--- src/rtl/sha1_pkg.sv ---
// Shared types, constants and round functions of the SHA-1 hash engine.
package sha1_pkg;

	localparam int WORD_W = 32;

	localparam logic [5:0] LEN_POS     = 6'd56;
	localparam logic [5:0] BLOCK_LAST  = 6'd63;
	localparam logic [2:0] DIGEST_LAST = 3'd4;
	localparam logic [6:0] ROUND_LAST  = 7'd79;
	localparam logic [7:0] PAD_BYTE    = 8'h80;

	localparam logic [4:0][WORD_W-1:0] H_INIT = {
		32'hC3D2E1F0, 32'h10325476, 32'h98BADCFE, 32'hEFCDAB89, 32'h67452301
	};

	localparam logic [WORD_W-1:0] K_0 = 32'h5A827999;
	localparam logic [WORD_W-1:0] K_1 = 32'h6ED9EBA1;
	localparam logic [WORD_W-1:0] K_2 = 32'h8F1BBCDC;
	localparam logic [WORD_W-1:0] K_3 = 32'hCA62C1D6;

	typedef enum logic [2:0] {
		S_IDLE,
		S_PAD,
		S_ZERO,
		S_LEN,
		S_ROUND,
		S_FOLD,
		S_OUT
	} sha1_state_t;

	typedef struct packed {
		logic [7:0] data_byte;
		logic       has_data;
		logic       last;
	} sha1_in_t;

	typedef struct packed {
		logic [WORD_W-1:0] digest_word;
		logic [2:0]        word_index;
		logic              last_word;
	} sha1_out_t;

	// sequencer to round unit
	typedef struct packed {
		logic              push;
		logic [WORD_W-1:0] word;
		logic              start;
		logic              step;
		logic              fold;
		logic              init;
	} sha1_ctl_t;

	function automatic logic [WORD_W-1:0] round_k(input logic [6:0] rnd);
		logic [WORD_W-1:0] k;
		if (rnd < 7'd20)
			k = K_0;
		else if (rnd < 7'd40)
			k = K_1;
		else if (rnd < 7'd60)
			k = K_2;
		else
			k = K_3;
		return k;
	endfunction

	function automatic logic [WORD_W-1:0] round_f(input logic [6:0] rnd,
			input logic [WORD_W-1:0] b, input logic [WORD_W-1:0] c,
			input logic [WORD_W-1:0] d);
		logic [WORD_W-1:0] f;
		if (rnd < 7'd20)
			f = (b & c) | (~b & d);
		else if (rnd >= 7'd40 && rnd < 7'd60)
			f = (b & c) | (b & d) | (c & d);
		else
			f = b ^ c ^ d;
		return f;
	endfunction

endpackage

--- src/rtl/sha1_core.sv ---
// SHA-1 round unit: schedule shift line, working words and chaining words.
module sha1_core
	import sha1_pkg::*;
(
	input  logic                     clk,
	input  logic                     arst_n,
	input  sha1_ctl_t                ctl,
	output logic                     rnd_last,
	output logic [4:0][WORD_W-1:0]   chain
);

	logic [WORD_W-1:0] sched_q [16];
	logic [4:0][WORD_W-1:0] wv_q;
	logic [4:0][WORD_W-1:0] chain_q;
	logic [6:0] rnd_q;

	logic [WORD_W-1:0] w_mix;
	logic [WORD_W-1:0] w_t;
	logic [WORD_W-1:0] t_sum;
	logic [WORD_W-1:0] push_word;

	assign w_mix     = sched_q[13] ^ sched_q[8] ^ sched_q[2] ^ sched_q[0];
	assign w_t       = (rnd_q < 7'd16) ? sched_q[0] : {w_mix[WORD_W-2:0], w_mix[WORD_W-1]};
	assign t_sum     = {wv_q[0][WORD_W-6:0], wv_q[0][WORD_W-1:WORD_W-5]}
		+ round_f(rnd_q, wv_q[1], wv_q[2], wv_q[3]) + wv_q[4] + round_k(rnd_q) + w_t;
	assign push_word = ctl.step ? w_t : ctl.word;
	assign rnd_last  = (rnd_q == ROUND_LAST);
	assign chain     = chain_q;

	always_ff @(posedge clk) begin
		if (ctl.push || ctl.step) begin
			for (int i = 0; i < 15; i++)
				sched_q[i] <= sched_q[i+1];
			sched_q[15] <= push_word;
		end
		if (ctl.start) begin
			wv_q <= chain_q;
		end else if (ctl.step) begin
			wv_q[0] <= t_sum;
			wv_q[1] <= wv_q[0];
			wv_q[2] <= {wv_q[1][1:0], wv_q[1][WORD_W-1:2]};
			wv_q[3] <= wv_q[2];
			wv_q[4] <= wv_q[3];
		end
	end

	always_ff @(posedge clk or negedge arst_n) begin
		if (!arst_n) begin
			chain_q <= H_INIT;
			rnd_q   <= '0;
		end else begin
			if (ctl.init) begin
				chain_q <= H_INIT;
			end else if (ctl.fold) begin
				for (int i = 0; i < 5; i++)
					chain_q[i] <= chain_q[i] + wv_q[i];
			end
			if (ctl.start)
				rnd_q <= '0;
			else if (ctl.step)
				rnd_q <= rnd_q + 7'd1;
		end
	end

endmodule
--- config.mk ---
export PLATFORM = sky130hd
export DESIGN_NAME = sha1_core
export DESIGN_NICKNAME = d
export VERILOG_FILES = /design/src/rtl/sha1_pkg.sv /design/src/rtl/sha1_core.sv
export SDC_FILE = /design/constraint.sdc
export NUM_CORES = 2
export LEC_CHECK = 0
export BUFFER_PORTS_ARGS = -buffer_cell sky130_fd_sc_hd__buf_2
export CORE_MARGIN = 5
export CORE_UTILIZATION = 40
export DETAILED_ROUTE_END_ITERATION = 12
export RECOVER_POWER = 100
export SKIP_LAST_GASP = 1
export SYNTH_ARGS = -nofsm -noshare
export SYNTH_HDL_FRONTEND = slang
export SYNTH_SLANG_ARGS = --single-unit
--- constraint.sdc ---
create_clock -name clk -period 5.2 [get_ports clk]
set_input_delay 0.26 -clock clk [delete_from_list [all_inputs] [get_ports clk]]
set_output_delay 0.26 -clock clk [all_outputs]
set_load 0.01 [all_outputs]
Word level (Yosys, flattened, before mapping)
Memory sizes are Yosys's and may differ from the RTL's. Cells that the tools add are included.

Memories: 1. Memory bits (writable): 512. Input bits: 39. Flip-flop bits (word level): 327. Word-level logic and storage cells: 60.

Memories: sched_q (words 16, bits a word 32, read ports 16, clocked after Yosys merged registers in 0, write ports 16, RTL line sha1_core.sv:12) `logic [WORD_W-1:0] sched_q [16];`.

Multiplexer cells: 15. Order comparisons: 5. Bitwise logic cells: 13. Add/sub/neg operators: 10. Reductions and logical operators: 4. Equality and inequality tests: 1.

Operators with widths (number): 160-bit 2-to-1 mux (4); 32-bit adder (9); 32-bit 2-to-1 mux (6); 32-bit XOR (5); 32-bit AND (4); 32-bit bitwise OR (3); 32-bit inverter (1); 31-bit 2-to-1 mux (1); 7-bit by 5-bit less-than comparator with 1-bit output (second input constant) (2); 7-bit by 6-bit less-than comparator with 1-bit output (second input constant) (2); 7-bit 2-to-1 mux (2); 7-bit by 1-bit adder with 7-bit output (second input constant) (1); 7-bit equality test (second input constant) (1); 7-bit by 6-bit greater-or-equal comparator with 1-bit output (second input constant) (1); 2-bit nonzero test (2); 1-bit 2-to-1 mux (2); 1-bit logical AND (1); 1-bit logical OR (1).

Depth between registers and ports, before layout
Word-level depth: 11. Depth in mapped cells: 25. Gate-level depth less buffers: 22.

Worst setup path after synthesis
Ideal clock, no wire load.

Path kind: input to register. Start: in ctl[2] in the netlist's numbering. End: mem sched_q[0][0], enable pin. Buffers on the path: 1. Slack: -2200 ps. Arrival time: 6733 ps. Stages: 2. Data required time: 4533 ps. Cell sequence: clkbuf_1 -> or2_2.

RTL lines: from (decl) (RTL line sha1_core.sv:7) `input sha1_ctl_t ctl,`; to (decl) (RTL line sha1_core.sv:12).

Worst setup path after layout
Start: reg rnd_q[6]. End: reg wv_q[29] in the netlist's numbering (data pin).

Longest elaborated chain between the ends: 10. Elaborated cells on any way between the ends: 18.

Ends and longest elaborated chain: from (decl) (RTL line sha1_core.sv:15) `logic [6:0] rnd_q;`; from (signal assigned) (RTL line sha1_core.sv:61) `rnd_q <= rnd_q + 7'd1;`; 7-bit by 6-bit greater-or-equal comparator with 1-bit output / 7-bit by 6-bit less-than comparator with 1-bit output (equally long branches) (RTL line sha1_pkg.sv:72, sha1_pkg.sv:59); 1-bit logical AND (RTL line sha1_pkg.sv:72) `else if (rnd >= 7'd40 && rnd < 7'd60)`; 32-bit 2-to-1 mux (RTL line sha1_pkg.sv:72); 32-bit 2-to-1 mux (RTL line sha1_pkg.sv:70) `if (rnd < 7'd20)`; 32-bit adder (3 in series) (RTL line sha1_core.sv:25) `+ round_f(rnd_q, wv_q[1], wv_q[2], wv_q[3]) + wv_q[4] + round_k(rnd_q) + w_t;`; 32-bit adder * (RTL line sha1_core.sv:25); 160-bit 2-to-1 mux * (RTL line sha1_core.sv:38) `end else if (ctl.step) begin`; 160-bit 2-to-1 mux * (RTL line sha1_core.sv:36) `if (ctl.start) begin`; to (signal assigned) (RTL line sha1_core.sv:37) `wv_q <= chain_q;`; to (decl) (RTL line sha1_core.sv:13) `logic [4:0][WORD_W-1:0] wv_q;`.

Mark *: on every way between the ends. The rest lies on a longest branch, timed or not. The select of a mux whose other input is x is not followed. A chain may end at the register's enable or synchronous reset.

==> flow_metrics.env <==
export IMPL_status="finished, violations left"
export IMPL_violations="capacitance limit, slew limit, setup timing"
export IMPL_htree_levels=3
export IMPL_skew_ps=30.59
export IMPL_yosys_top_cells_area="edfxtp_1, fa_1, ha_1"
export IMPL_insertion_delay_ps=670
export IMPL_synth_top_area_share_pct=46.80
export IMPL_wl_per_cell_um=21.30
export IMPL_cp_end_kind="flip-flop"
export IMPL_final_common_cell="edfxtp_1"
export IMPL_post_place_ws_ps=-529.2
export IMPL_clock_root_buffer="clkbuf_16"
export IMPL_max_cap_violations=3
export IMPL_cp_start_kind="flip-flop"
export IMPL_drtIter0Drc=2563
export IMPL_path_depth=20
export IMPL_critical_path_buf_inv_count=3
export IMPL_hpwl_um=83230
export IMPL_row_count=120
export IMPL_finish_net_count=4285
export IMPL_yosysTopAreaCell="edfxtp_1"
export IMPL_gp_congestion=0.9022
export IMPL_setup_slack_ps=-156.6
export IMPL_area_growth_pct=18.73
export IMPL_async_flop_share_pct=19.90
export IMPL_slew_viol_final=155
export IMPL_remaining_drc_errors=0
export IMPL_finalHoldViolCount=0
export IMPL_setup_tns_final_ps=-226.7
export IMPL_core_area_um2=107100
export IMPL_netlist_instances=3473
export IMPL_vias_per_cell=5.261
export IMPL_first_global_vias=28248
export IMPL_p_sw_share_pct=40.09
export IMPL_p_clk_share_pct=17.0
export IMPL_mostFrequentLayoutCells="edfxtp_1, inv_1, nand2_1, buf_4, nor2_1"
export IMPL_ant_nets=0
export IMPL_yosysSeqAreaShare_pct=56.72
export IMPL_power_density_nw_per_um2=755.1
export IMPL_avgSynthCellArea_um2=12.42
export IMPL_clkSlewWorstSetupHoldPaths_ps=70
export IMPL_path_cells="nor3_4 > buf_6 > buf_12 > nor2_1 > a21oi_2 > fa_1 > inv_2 > fa_1 > fa_1 > ha_4 > nor2b_2 > o31a_1 > o211ai_1 > a21oi_2 > o311ai_4 > a21oi_2 > o2111a_1 > o311a_1 > nor3_1 > o31ai_2"
export IMPL_setup_viol=2
export IMPL_p_leak_nw=21.25
export IMPL_fmax_mhz=186.7
export IMPL_grt_pass1_wl_um=173400
export IMPL_die_area_um2=114500
export IMPL_ff2ff_path_depth=20
export IMPL_min_path_type="in -> reg"
export IMPL_p_int_mw=23.16
export IMPL_rsz0062_at_grt="true"
export IMPL_worst_ep_required_time_ps=5590
export IMPL_io_pins=200
export IMPL_arrival_ps=5750
export IMPL_worst_pin_slew_ps=2899
export IMPL_cp_slowest_cell="fa_1"
export IMPL_netlist_area_um2=43120
export IMPL_cts_sinks=839
export IMPL_ys_ff_latch=839
export IMPL_whs_path_depth=3
export IMPL_ys_types=80
export IMPL_grt_util_all_layers_pct=19.61
export IMPL_grt_max_degree=151
export IMPL_period_minus_slack_ps=5357
export IMPL_fin_util_pct=47.82
export IMPL_min_period_over_period_pct=103.0
export IMPL_layout_drive_gt1_share_pct=21.07
export IMPL_syn_nets=3831
export IMPL_p_switching_mw=15.50
export IMPL_crit_fanout=10
export IMPL_antenna_found_initial=0
export IMPL_clock_path_buffers=3
export IMPL_dieHeight_um=338.3
export IMPL_power_frac_seq_pct=27.2
export IMPL_wl_um=115200
export IMPL_slowest_delay_ps=560
export IMPL_worst_path_dominant_cell_family="compound AO/OA/AOI/OAI gates"
export IMPL_vias=28457
export IMPL_slew_headroom_pct=-93.24
export IMPL_final_area_um2=51190
export IMPL_irDropWorstVdd_uv=520.6
export IMPL_synth_ff_type="edfxtp_1"
export IMPL_start_util_pct=40.28
export IMPL_numPortBuffers=199
export IMPL_die_w_um=338.3
export IMPL_power_frac_comb_pct=55.7
export IMPL_grt_ovfl_total=0
export IMPL_synth_warnings=0
export IMPL_cts_tree="built"
export IMPL_numCtsBuffers=90
export IMPL_post_dp_cell_area_um2=47300
export IMPL_firstDrtPassIters=8
export IMPL_synth_edf_count=672
export IMPL_crit_type="reg -> reg"
-- power groups by stage --
stage                     clock network (mW)  registers, mW  logic [mW]
after floorplan                            0           10.4        13.5
after global placement                     0           10.6        19.7
after detailed placement                   0           10.6        20.0
after CTS                               6.75           10.5        20.5
after global routing                    7.02           10.7        24.1
final                                   6.59           10.5        21.5
-- state kept, by name (all words and copies together) (netlist names) --
register and cells:
sched_q 512, chain 160, wv_q 160, rnd_q 7
-- worst min-delay path, delay by kind of cell --
kind / cells / cell delay, ps
buf+inv: 1 / 180
compound gates: 1 / 50
simple gates: 1 / 120
-- synth_stat cells, types with 34 or more instances --
cell type / instances
inv_1: 293
dfstp_2: 80
xnor2_1: 194
a211oi_1: 47
nor3_1: 34
nor2_1: 209
mux2_2: 97
nand2_1: 281
nand3_1: 46
xor2_1: 65
nor2b_1: 46
dfrtp_1: 87
clkbuf_1: 92
a21oi_1: 217
o21ai_0: 190
ha_1: 194
mux2i_1: 88
a31oi_1: 40
fa_1: 125
a21o_1: 74
edfxtp_1: 672
-- through the flow --
step	hold WS (ps)	instances	total power, mW
2_1_floorplan	-35.59	3473	23.85
3_5_place_dp	241.2	5191	30.58
4_1_cts	1.673	5400	37.74
3_3_place_gp	251.4	5191	30.31
5_1_grt	36.48	5408	41.85
6_report	28.46	5409	38.65
-- routing by layer --
metal  wire [µm]  global-route usage (%)  vias up
met5           0                       0        -
met4        2562                   4.720        0
met3        7287                   3.825      143
met2       51960                   30.76      717
met1       53380                   28.31    14156
li1            -                       -    13441
-- final timing paths --
kind	start	slack, ps	end
max reg2reg	rnd_q[6]$_DFFE_PN0P_	-160	wv_q[29]$_DFFE_PP_
min in group asynchronous	arst_n	1090	chain[126]$_DFFE_PN0P_
min	ctl[1]	30	chain[122]$_DFFE_PN0P_
min reg2reg	sched_q[1][60]$_DFFE_PP_	400	sched_q[1][28]$_DFFE_PP_
max	rnd_q[6]$_DFFE_PN0P_	-160	wv_q[29]$_DFFE_PP_
max in group asynchronous	arst_n	630	chain[131]$_DFFE_PN0P_
-- layout make-up --
cell class | instances | area (µm²)
diodes | 1 | 2.502
clock buffers | 115 | 2419
clock inverters | 55 | 621.8
fillers | 9543 | 55860
inverters | 294 | 1106
multi-input cells | 2238 | 17590
flip-flops and latches | 839 | 24460
well taps | 1403 | 1755
repair buffers | 464 | 3236
-- kinds of logic (layout without fill, tap and decap cells) --
group,after synthesis,in the layout,synth area share [%]
simple gates,726,726,7.565
xor+xnor,259,259,5.261
flops,839,839,56.72
other cells,0,1,0
mux,185,185,4.576
fa+ha+maj,319,319,11.43
compound gates,749,749,10.99
buf+inv,396,928,3.447
-- repair_timing --
action,4_1_cts,5_1_grt
gates cloned,1,1
endpoints found under the hold margin,72,0
pin swaps,21,33
buffers inserted,6,7
resized for setup,44,56
hold buffers,32,0
setup endpoints to repair,12,12
Note: power is estimated with default switching activity, not from simulation.
